$ cat src/hdl/pom_pkg.sv
package pom_pkg;

    localparam int VOICES = 16;
    localparam int VOICE_W = $clog2(VOICES);
    localparam int COUNT_W = $clog2(VOICES + 1);
    localparam int SAMPLE_RATE = 48000;
    localparam int PHASE_BITS = 24;
    localparam int SINE_TABLE_DEPTH = 256;
    localparam int SINE_W = $clog2(SINE_TABLE_DEPTH);
    localparam int SUM_W = 36;
    localparam int QUOT_W = 20;
    localparam int DIV_CNT_W = $clog2(QUOT_W + 1);

    localparam logic [31:0] LFSR_SEED = 32'h0000_ACE1;
    localparam logic [31:0] LFSR_MASK = 32'h8020_0003;
    localparam logic [63:0] GAIN_RATIO_Q30 = 64'd1045045415;
    localparam logic [63:0] SC1 = 64'd1686629713;
    localparam logic [63:0] SC3 = 64'd693598668;
    localparam logic [63:0] SC5 = 64'd85569306;
    localparam logic [63:0] SC7 = 64'd5026995;
    localparam logic [63:0] SC9 = 64'd172273;
    localparam logic [63:0] INC_DEN = 64'd65536 * 64'(SAMPLE_RATE);

    localparam logic [2:0] WAVE_SINE = 3'd0;
    localparam logic [2:0] WAVE_SAW = 3'd1;
    localparam logic [2:0] WAVE_SQUARE = 3'd2;
    localparam logic [2:0] WAVE_TRIANGLE = 3'd3;
    localparam logic [2:0] WAVE_NOISE = 3'd4;

    localparam logic REQ_SET = 1'b0;
    localparam logic REQ_TICK = 1'b1;

    typedef enum logic [2:0] {
        ST_IDLE,
        ST_SCAN,
        ST_DRAIN,
        ST_PREP,
        ST_DIV,
        ST_DONE
    } state_t;

    typedef logic [PHASE_BITS-1:0] inc_rom_t [128];
    typedef logic [15:0] gain_rom_t [256];
    typedef logic signed [15:0] sine_rom_t [SINE_TABLE_DEPTH];

    localparam logic [63:0] SEMITONE_HZ_Q16 [12] = '{
        64'd17145893, 64'd18165441, 64'd19245614, 64'd20390018,
        64'd21602472, 64'd22887021, 64'd24247954, 64'd25689813,
        64'd27217409, 64'd28835840, 64'd30550508, 64'd32367136
    };

    function automatic inc_rom_t build_inc_rom();
        inc_rom_t rom;
        logic [63:0] num;
        int oct;
        int semi;
        for (int n = 0; n < 128; n++) begin
            oct = n / 12;
            semi = n % 12;
            num = SEMITONE_HZ_Q16[semi] << (PHASE_BITS + oct - 5);
            rom[n] = PHASE_BITS'((num + INC_DEN / 2) / INC_DEN);
        end
        return rom;
    endfunction

    function automatic gain_rom_t build_gain_rom();
        gain_rom_t rom;
        logic [63:0] g;
        logic [63:0] q;
        g = 64'd1 << 30;
        for (int v = 255; v >= 1; v--) begin
            q = (g + 64'd16384) >> 15;
            if (q > 64'd32767) begin
                q = 64'd32767;
            end
            rom[v] = q[15:0];
            g = (g * GAIN_RATIO_Q30 + (64'd1 << 29)) >> 30;
        end
        rom[0] = 16'd0;
        return rom;
    endfunction

    function automatic logic [15:0] quarter_sine(logic [63:0] t);
        logic [63:0] t2;
        logic [63:0] p;
        logic [63:0] r;
        logic [63:0] q;
        t2 = (t * t) >> 30;
        p = SC9;
        p = SC7 - ((p * t2) >> 30);
        p = SC5 - ((p * t2) >> 30);
        p = SC3 - ((p * t2) >> 30);
        p = SC1 - ((p * t2) >> 30);
        r = (p * t) >> 30;
        q = (r + 64'd16384) >> 15;
        if (q > 64'd32767) begin
            q = 64'd32767;
        end
        return q[15:0];
    endfunction

    function automatic sine_rom_t build_sine_rom();
        sine_rom_t rom;
        logic [63:0] a;
        logic [63:0] u;
        logic [63:0] t;
        logic [15:0] s;
        for (int i = 0; i < SINE_TABLE_DEPTH; i++) begin
            a = (64'(i) << 32) / 64'(SINE_TABLE_DEPTH);
            u = a & 64'h3FFF_FFFF;
            t = a[30] ? ((64'd1 << 30) - u) : u;
            s = quarter_sine(t);
            rom[i] = a[31] ? -$signed(s) : $signed(s);
        end
        return rom;
    endfunction

    localparam inc_rom_t INC_ROM = build_inc_rom();
    localparam gain_rom_t GAIN_ROM = build_gain_rom();
    localparam sine_rom_t SINE_ROM = build_sine_rom();

endpackage

$ cat src/hdl/polyphonic_oscillator_mixer.sv
// Channel  | Handshake          | Words
// s_       | s_valid / s_ready  | req_type, voice, active, midi_note, waveform, volume
// m_       | m_valid / m_ready  | sample, voices_active
//
// A voice-set word is applied in the idle state. A tick word steps each voice in turn
// through the shared multiplier and accumulator, then a restoring divider with a
// 20-bit quotient forms the mean, after the drain and prep states and before done.
// Reset is synchronous and active low; it turns all voices off and reseeds noise.
// A waiting result does not block new words; a finished tick waits for a free output.
module polyphonic_oscillator_mixer
    import pom_pkg::*;
(
    input  logic               aclk,
    input  logic               aresetn,
    input  logic               s_valid,
    output logic               s_ready,
    input  logic               s_req_type,
    input  logic [3:0]         s_voice,
    input  logic               s_active,
    input  logic [6:0]         s_midi_note,
    input  logic [2:0]         s_waveform,
    input  logic [7:0]         s_volume,
    output logic               m_valid,
    input  logic               m_ready,
    output logic signed [15:0] m_sample,
    output logic [4:0]         m_voices_active
);

    state_t state_reg, state_next;

    logic [PHASE_BITS-1:0] phase_reg [VOICES];
    logic [PHASE_BITS-1:0] inc_reg [VOICES];
    logic [2:0]            shape_reg [VOICES];
    logic [15:0]           gain_reg [VOICES];
    logic [VOICES-1:0]     on_reg;
    logic [31:0]           lfsr_reg;

    logic [VOICE_W-1:0]    vidx_reg;
    logic signed [31:0]    prod_reg;
    logic                  prod_ok_reg;
    logic signed [SUM_W-1:0] sum_reg;
    logic [COUNT_W-1:0]    count_reg;
    logic [QUOT_W-1:0]     num_reg;
    logic [COUNT_W-1:0]    rem_reg;
    logic [DIV_CNT_W-1:0]  div_cnt_reg;
    logic                  m_valid_reg;
    logic signed [15:0]    m_sample_reg;
    logic [4:0]            m_count_reg;

    logic                  s_fire;
    logic                  out_free;
    logic                  scan_last;
    logic                  div_last;
    logic [PHASE_BITS-1:0] cur_phase;
    logic [15:0]           p16;
    logic [31:0]           lfsr_step;
    logic signed [17:0]    tri_raw;
    logic signed [15:0]    wave;
    logic [SUM_W-1:0]      mag;
    logic [SUM_W-1:0]      rounded;
    logic [COUNT_W:0]      rem_sh;
    logic                  rem_ge;
    logic [QUOT_W-1:0]     q_cap;
    logic signed [15:0]    smp;

    assign s_fire = s_valid && s_ready;
    assign out_free = !m_valid_reg || m_ready;
    assign scan_last = (vidx_reg == VOICE_W'(VOICES - 1));
    assign div_last = (div_cnt_reg == DIV_CNT_W'(QUOT_W - 1));

    always_comb begin
        state_next = state_reg;
        case (state_reg)
            ST_IDLE: begin
                if (s_fire && s_req_type == REQ_TICK) begin
                    state_next = ST_SCAN;
                end
            end
            ST_SCAN: begin
                if (scan_last) begin
                    state_next = ST_DRAIN;
                end
            end
            ST_DRAIN: state_next = ST_PREP;
            ST_PREP:  state_next = ST_DIV;
            ST_DIV: begin
                if (div_last) begin
                    state_next = ST_DONE;
                end
            end
            ST_DONE: begin
                if (out_free) begin
                    state_next = ST_IDLE;
                end
            end
            default: state_next = ST_IDLE;
        endcase
    end

    always_comb begin
        s_ready = (state_reg == ST_IDLE);
    end

    // One voice per cycle: waveform and gain product.
    always_comb begin
        cur_phase = phase_reg[vidx_reg];
        p16 = cur_phase[PHASE_BITS-1 -: 16];
        lfsr_step = (lfsr_reg >> 1) ^ (lfsr_reg[0] ? LFSR_MASK : 32'd0);
        tri_raw = p16[15] ? (18'sd98304 - $signed({1'b0, p16, 1'b0}))
                          : ($signed({1'b0, p16, 1'b0}) - 18'sd32768);
        case (shape_reg[vidx_reg])
            WAVE_SINE:     wave = SINE_ROM[cur_phase[PHASE_BITS-1 -: SINE_W]];
            WAVE_SAW:      wave = $signed({~p16[15], p16[14:0]});
            WAVE_SQUARE:   wave = p16[15] ? -16'sd32768 : 16'sd32767;
            WAVE_TRIANGLE: wave = (tri_raw > 18'sd32767) ? 16'sd32767 : tri_raw[15:0];
            WAVE_NOISE:    wave = $signed({~lfsr_step[31], lfsr_step[30:16]});
            default:       wave = 16'sd0;
        endcase
    end

    always_comb begin
        mag = sum_reg[SUM_W-1] ? SUM_W'(-sum_reg) : SUM_W'(sum_reg);
        rounded = mag + (SUM_W'(count_reg) << 14);
        rem_sh = {rem_reg, num_reg[QUOT_W-1]};
        rem_ge = (rem_sh >= {1'b0, count_reg});
        q_cap = (num_reg > QUOT_W'(32768)) ? QUOT_W'(32768) : num_reg;
        if (count_reg == '0) begin
            smp = 16'sd0;
        end else if (sum_reg[SUM_W-1]) begin
            smp = 16'(-$signed({1'b0, q_cap}));
        end else if (q_cap > QUOT_W'(32767)) begin
            smp = 16'sd32767;
        end else begin
            smp = $signed(q_cap[15:0]);
        end
    end

    always_ff @(posedge aclk) begin
        if (!aresetn) begin
            state_reg <= ST_IDLE;
            on_reg <= '0;
            lfsr_reg <= LFSR_SEED;
            m_valid_reg <= 1'b0;
            vidx_reg <= '0;
            prod_ok_reg <= 1'b0;
            div_cnt_reg <= '0;
        end else begin
            state_reg <= state_next;
            if (state_reg == ST_DONE && out_free) begin
                m_valid_reg <= 1'b1;
            end else if (m_ready) begin
                m_valid_reg <= 1'b0;
            end
            case (state_reg)
                ST_IDLE: begin
                    vidx_reg <= '0;
                    prod_ok_reg <= 1'b0;
                    sum_reg <= '0;
                    count_reg <= '0;
                    if (s_fire && s_req_type == REQ_SET) begin
                        if (!s_active) begin
                            on_reg[s_voice] <= 1'b0;
                        end else begin
                            if (!on_reg[s_voice]) begin
                                phase_reg[s_voice] <= '0;
                            end
                            on_reg[s_voice] <= 1'b1;
                            inc_reg[s_voice] <= INC_ROM[s_midi_note];
                            shape_reg[s_voice] <= s_waveform;
                            gain_reg[s_voice] <= GAIN_ROM[s_volume];
                        end
                    end
                end
                ST_SCAN: begin
                    vidx_reg <= vidx_reg + 1'b1;
                    if (prod_ok_reg) begin
                        sum_reg <= sum_reg + SUM_W'(prod_reg);
                    end
                    prod_ok_reg <= on_reg[vidx_reg];
                    if (on_reg[vidx_reg]) begin
                        prod_reg <= $signed({1'b0, gain_reg[vidx_reg]}) * wave;
                        phase_reg[vidx_reg] <= cur_phase + inc_reg[vidx_reg];
                        count_reg <= count_reg + 1'b1;
                        if (shape_reg[vidx_reg] == WAVE_NOISE) begin
                            lfsr_reg <= lfsr_step;
                        end
                    end
                end
                ST_DRAIN: begin
                    if (prod_ok_reg) begin
                        sum_reg <= sum_reg + SUM_W'(prod_reg);
                    end
                    prod_ok_reg <= 1'b0;
                end
                ST_PREP: begin
                    num_reg <= rounded[15 +: QUOT_W];
                    rem_reg <= '0;
                    div_cnt_reg <= '0;
                end
                ST_DIV: begin
                    div_cnt_reg <= div_cnt_reg + 1'b1;
                    rem_reg <= rem_ge ? COUNT_W'(rem_sh - {1'b0, count_reg})
                                      : rem_sh[COUNT_W-1:0];
                    num_reg <= {num_reg[QUOT_W-2:0], rem_ge};
                end
                ST_DONE: begin
                    if (out_free) begin
                        m_sample_reg <= smp;
                        m_count_reg <= 5'(count_reg);
                    end
                end
                default: begin
                end
            endcase
        end
    end

    assign m_valid = m_valid_reg;
    assign m_sample = m_sample_reg;
    assign m_voices_active = m_count_reg;

    a_count_range: assert property (@(posedge aclk) disable iff (!aresetn)
        m_valid |-> (m_voices_active <= 5'(VOICES)))
        else $error("voice count out of range");

    a_silent_zero: assert property (@(posedge aclk) disable iff (!aresetn)
        (m_valid && m_voices_active == 5'd0) |-> (m_sample == 16'sd0))
        else $error("nonzero sample with no voices");

    a_tick_busy: assert property (@(posedge aclk) disable iff (!aresetn)
        (s_valid && s_ready && s_req_type == REQ_TICK) |=> !s_ready)
        else $error("ready while a tick is in progress");

endmodule

$ cat config.mk
export PLATFORM = sky130hd
export DESIGN_NAME = polyphonic_oscillator_mixer
export DESIGN_NICKNAME = d
export VERILOG_FILES = /design/src/hdl/pom_pkg.sv /design/src/hdl/polyphonic_oscillator_mixer.sv
export SDC_FILE = /design/constraint.sdc
export NUM_CORES = 2
export LEC_CHECK = 0
export ABC_AREA = 1
export BUFFER_PORTS_ARGS = -buffer_cell sky130_fd_sc_hd__buf_2
export CORE_MARGIN = 4
export CORE_UTILIZATION = 42
export DETAILED_ROUTE_END_ITERATION = 8
export SLEW_MARGIN = 20
export SYNTH_ARGS = -nofsm -noshare
export SYNTH_HDL_FRONTEND = slang
export SYNTH_SLANG_ARGS = --single-unit
$ cat constraint.sdc
create_clock -name aclk -period 7.8 [get_ports aclk]
set_input_delay 1.56 -clock aclk [delete_from_list [all_inputs] [get_ports aclk]]
set_output_delay 1.56 -clock aclk [all_outputs]
set_load 0.03 [all_outputs]
==> flow_metrics.py <==
metrics = {
    "sta": {
        "setup_ws_ns": -0.204,
        "slew_headroom_pct": 25.0,
        "period_share_pct": 103,
        "finalHoldViolations": 0,
        "drv_slew": 0,
        "holdWs_ns": 0.458,
        "rsz0062_at_grt": "true",
        "period_minus_slack_ns": 8.00,
        "finClkSkew_ns": 0.0485,
        "tightest_slew_ns": 1.12,
        "fmax_ghz": 0.125,
        "setup_violations": 10,
    },
    "yosys": {
        "netlist_area_sq_mm": 0.0702,
        "syn_area_per_cell_sq_um": 9.40,
        "synth_nets": 7924,
        "ys_seq_elements": 1225,
        "ys_seq_area_share_pct": 51.4,
        "synth_edf_count": 1159,
        "ys.flop_type": "edfxtp_1",
        "netlist-cell-type-count": 67,
        "syn_inst": 7469,
        "yosys_warnings": 0,
        "ys_async_sr_fraction_pct": 0,
    },
    "layout": {
        "fin_nets": 8541,
        "largest_reg_flops": 384,
        "final_cells": 10380,
        "syn2layout_area_growth_pct": 20.8,
        "drive_above_1_share_pct": 17.3,
    },
    "floorplan": {
        "die_w_um": 417,
        "die_area_sq_mm": 0.174,
        "row_count": 149,
        "start_util_pct": 42.4,
        "dieHeight_um": 417,
        "io-pin-count": 51,
        "core_region_area_sq_mm": 0.166,
    },
    "routing": {
        "drc_errors": 0,
        "ant_nets": 0,
        "routedWlPerCell_um": 24.3,
        "vias_per_cell": 5.79,
        "vias": 60116,
        "first_iter_violations": 6750,
        "first_pass_iters": 7,
        "wirelength_mm": 252,
    },
    "global_route": {
        "grt_pass1_vias": 57854,
        "grt_pass1_wl_mm": 373,
        "overflow": 0,
        "grt_max_degree": 117,
        "antenna_found_initial": 6,
        "grt_usage_pct": 28.3,
    },
    "worst_hold_path": {
        "min_path_type": "flop to flop",
    },
    "setup_path": {
        "slowest_stage": "fa_1",
        "cp_data_arrival_time_ns": 8.52,
        "crit_cells": 42,
        "r2r-end": "prod_reg[28]$_DFFE_PP_",
        "r2r_slack_ns": -0.20,
        "cp_max_fo": 14,
        "worst_setup_path_end_kind": "flop",
        "critPathCapture": "prod_reg[28]$_DFFE_PP_",
        "crit_family": "adder cells",
        "crit_type": "flop to flop",
        "cp-start-kind": "flop",
        "r2r_cells": 42,
        "path_buf_inv": 11,
        "required_ns": 8.31,
        "slowest_delay_ns": 0.54,
    },
    "clocking": {
        "cts_made_buffers": 135,
        "cts_tree": "built",
        "htree_levels": 4,
        "clockRootBuffer": "clkbuf_16",
        "clock_latency_ns": 0.79,
        "cts.clk_slew.worst_paths_ns": 0.06,
        "clk_path_buf_depth": 3,
        "numClockSinks": 1225,
    },
    "outcome": {
        "status": "finished with violations",
        "violations": "setup timing",
    },
    "placed_design": {
        "dp.cells": 10069,
        "globalplace.congestion": 1.02,
        "port_buffers": 50,
        "place_ws_ns": -0.692,
        "hpwl_mm": 171,
    },
    "run": {
        "max-cap-violations": 0,
    },
}
## worst min path at each step
| stage | from | end | slack [ns] | cells past startpoint |
|---|---|---|---|---|
| 6_report | lfsr_reg[6]$_SDFFE_PN1P_ | lfsr_reg[5]$_SDFFE_PN1P_ | 0.46 | 2 |
| 3_3_place_gp | lfsr_reg[14]$_SDFFE_PN0P_ | lfsr_reg[13]$_SDFFE_PN1P_ | 0.44 | 2 |
| 4_1_cts | lfsr_reg[6]$_SDFFE_PN1P_ | lfsr_reg[5]$_SDFFE_PN1P_ | 0.45 | 2 |
| 3_5_place_dp | lfsr_reg[16]$_SDFFE_PN0P_ | lfsr_reg[15]$_SDFFE_PN1P_ | 0.45 | 2 |
| 5_1_grt | lfsr_reg[7]$_SDFFE_PN1P_ | lfsr_reg[7]$_SDFFE_PN1P_ | 0.49 | 2 |
| 2_1_floorplan | lfsr_reg[11]$_SDFFE_PN1P_ | lfsr_reg[10]$_SDFFE_PN1P_ | 0.43 | 2 |
## cell usage after synthesis, drive strengths merged (13+ instances only)
master	count	area share, %
nand2	1408	7.6
edfxtp	1159	50
nor2	896	5.0
o21ai	727	5.2
inv	672	3.6
a21oi	528	3.8
nand3	464	3.4
ha	243	4.3
clkbuf	215	1.1
fa	184	5.2
buf	165	1.3
o211ai	130	1.4
o221ai	128	1.6
dfxtp	66	1.9
o22ai	58	0.52
nand4	49	0.47
a221oi	46	0.57
a31oi	43	0.38
xor2	42	0.52
nor3	34	0.25
xnor2	22	0.27
a31o	19	0.24
clkinv	17	0.091
o31ai	16	0.17
o311ai	13	0.16
## kinds of logic after synthesis
group / after synthesis / synth area share, %
and+or+nand+nor: 2887 / 17.0
AOI/OAI and AO/OA: 1797 / 15.0
DFF: 1225 / 51.4
buffers and inverters: 1069 / 6.12
adders and majority gates: 427 / 9.58
xor gates and xnor gates: 64 / 0.798
## per-stage QoR
stage	TNS (ns)	util [%]	instance area, sq um
after floorplan	0	-	70200
after global placement	-8.22	47.1	78000
after detailed placement	-9.17	47.2	78100
after CTS	-1.06	50.4	83500
after global routing	-5.35	51.2	84800
final	-0.963	51.2	84800
## area by class of cell
type	count	area, sq um
clock buffer	173	3600
inverter	689	2640
multi-input combinational	5175	31200
timing repair inverter	1	8.76
tap	2189	2740
timing repair buffer	859	7670
clock inverter	65	786
fill	15052	80700
sequential	1225	36100
antenna	4	10.0
## cell usage in the layout, fill, tap and decap left out, types with 50 or more instances in the layout
cell and n:
nand2_1 1334, edfxtp_1 1159, nor2_1 821, buf_4 685, o21ai_0 662, inv_1 633, a21oi_1 483, nand3_1 424
ha_1 219, fa_1 180, clkbuf_16 143, o211ai_1 129, o221ai_1 122, dfxtp_1 62, buf_12 58, o21ai_1 56
o22ai_1 56, nor2_4 55, nand2_2 51, buf_2 50
## tightest hold or removal path: cells and delay by family (launching register included)
family | cells | cell delay (ns)
DFF | 1 | 0.34
and+or+nand+nor | 2 | 0.12
## routing by layer
layer	up-vias	wire length [um]	share of wire [%]	global-route usage [%]
li1	27466	-	-	-
met1	29366	110000	44	40.6
met2	2757	113000	45	43.9
met3	525	20700	8.2	4.29
met4	2	8880	3.5	9.78
met5	-	11	0.0044	0
## what timing repair did
item / 4_1_cts / 5_1_grt
setup endpoints to repair: 20 / 21
resized for setup: 160 / 197
hold buffers: 0 / 0
gates cloned: 7 / 7
setup buffers: 19 / 34
pin swaps: 31 / 45
Power is left out: the tool's default activity adds up to more than one toggle a clock period on the data nets, which glitch-free logic cannot reach.
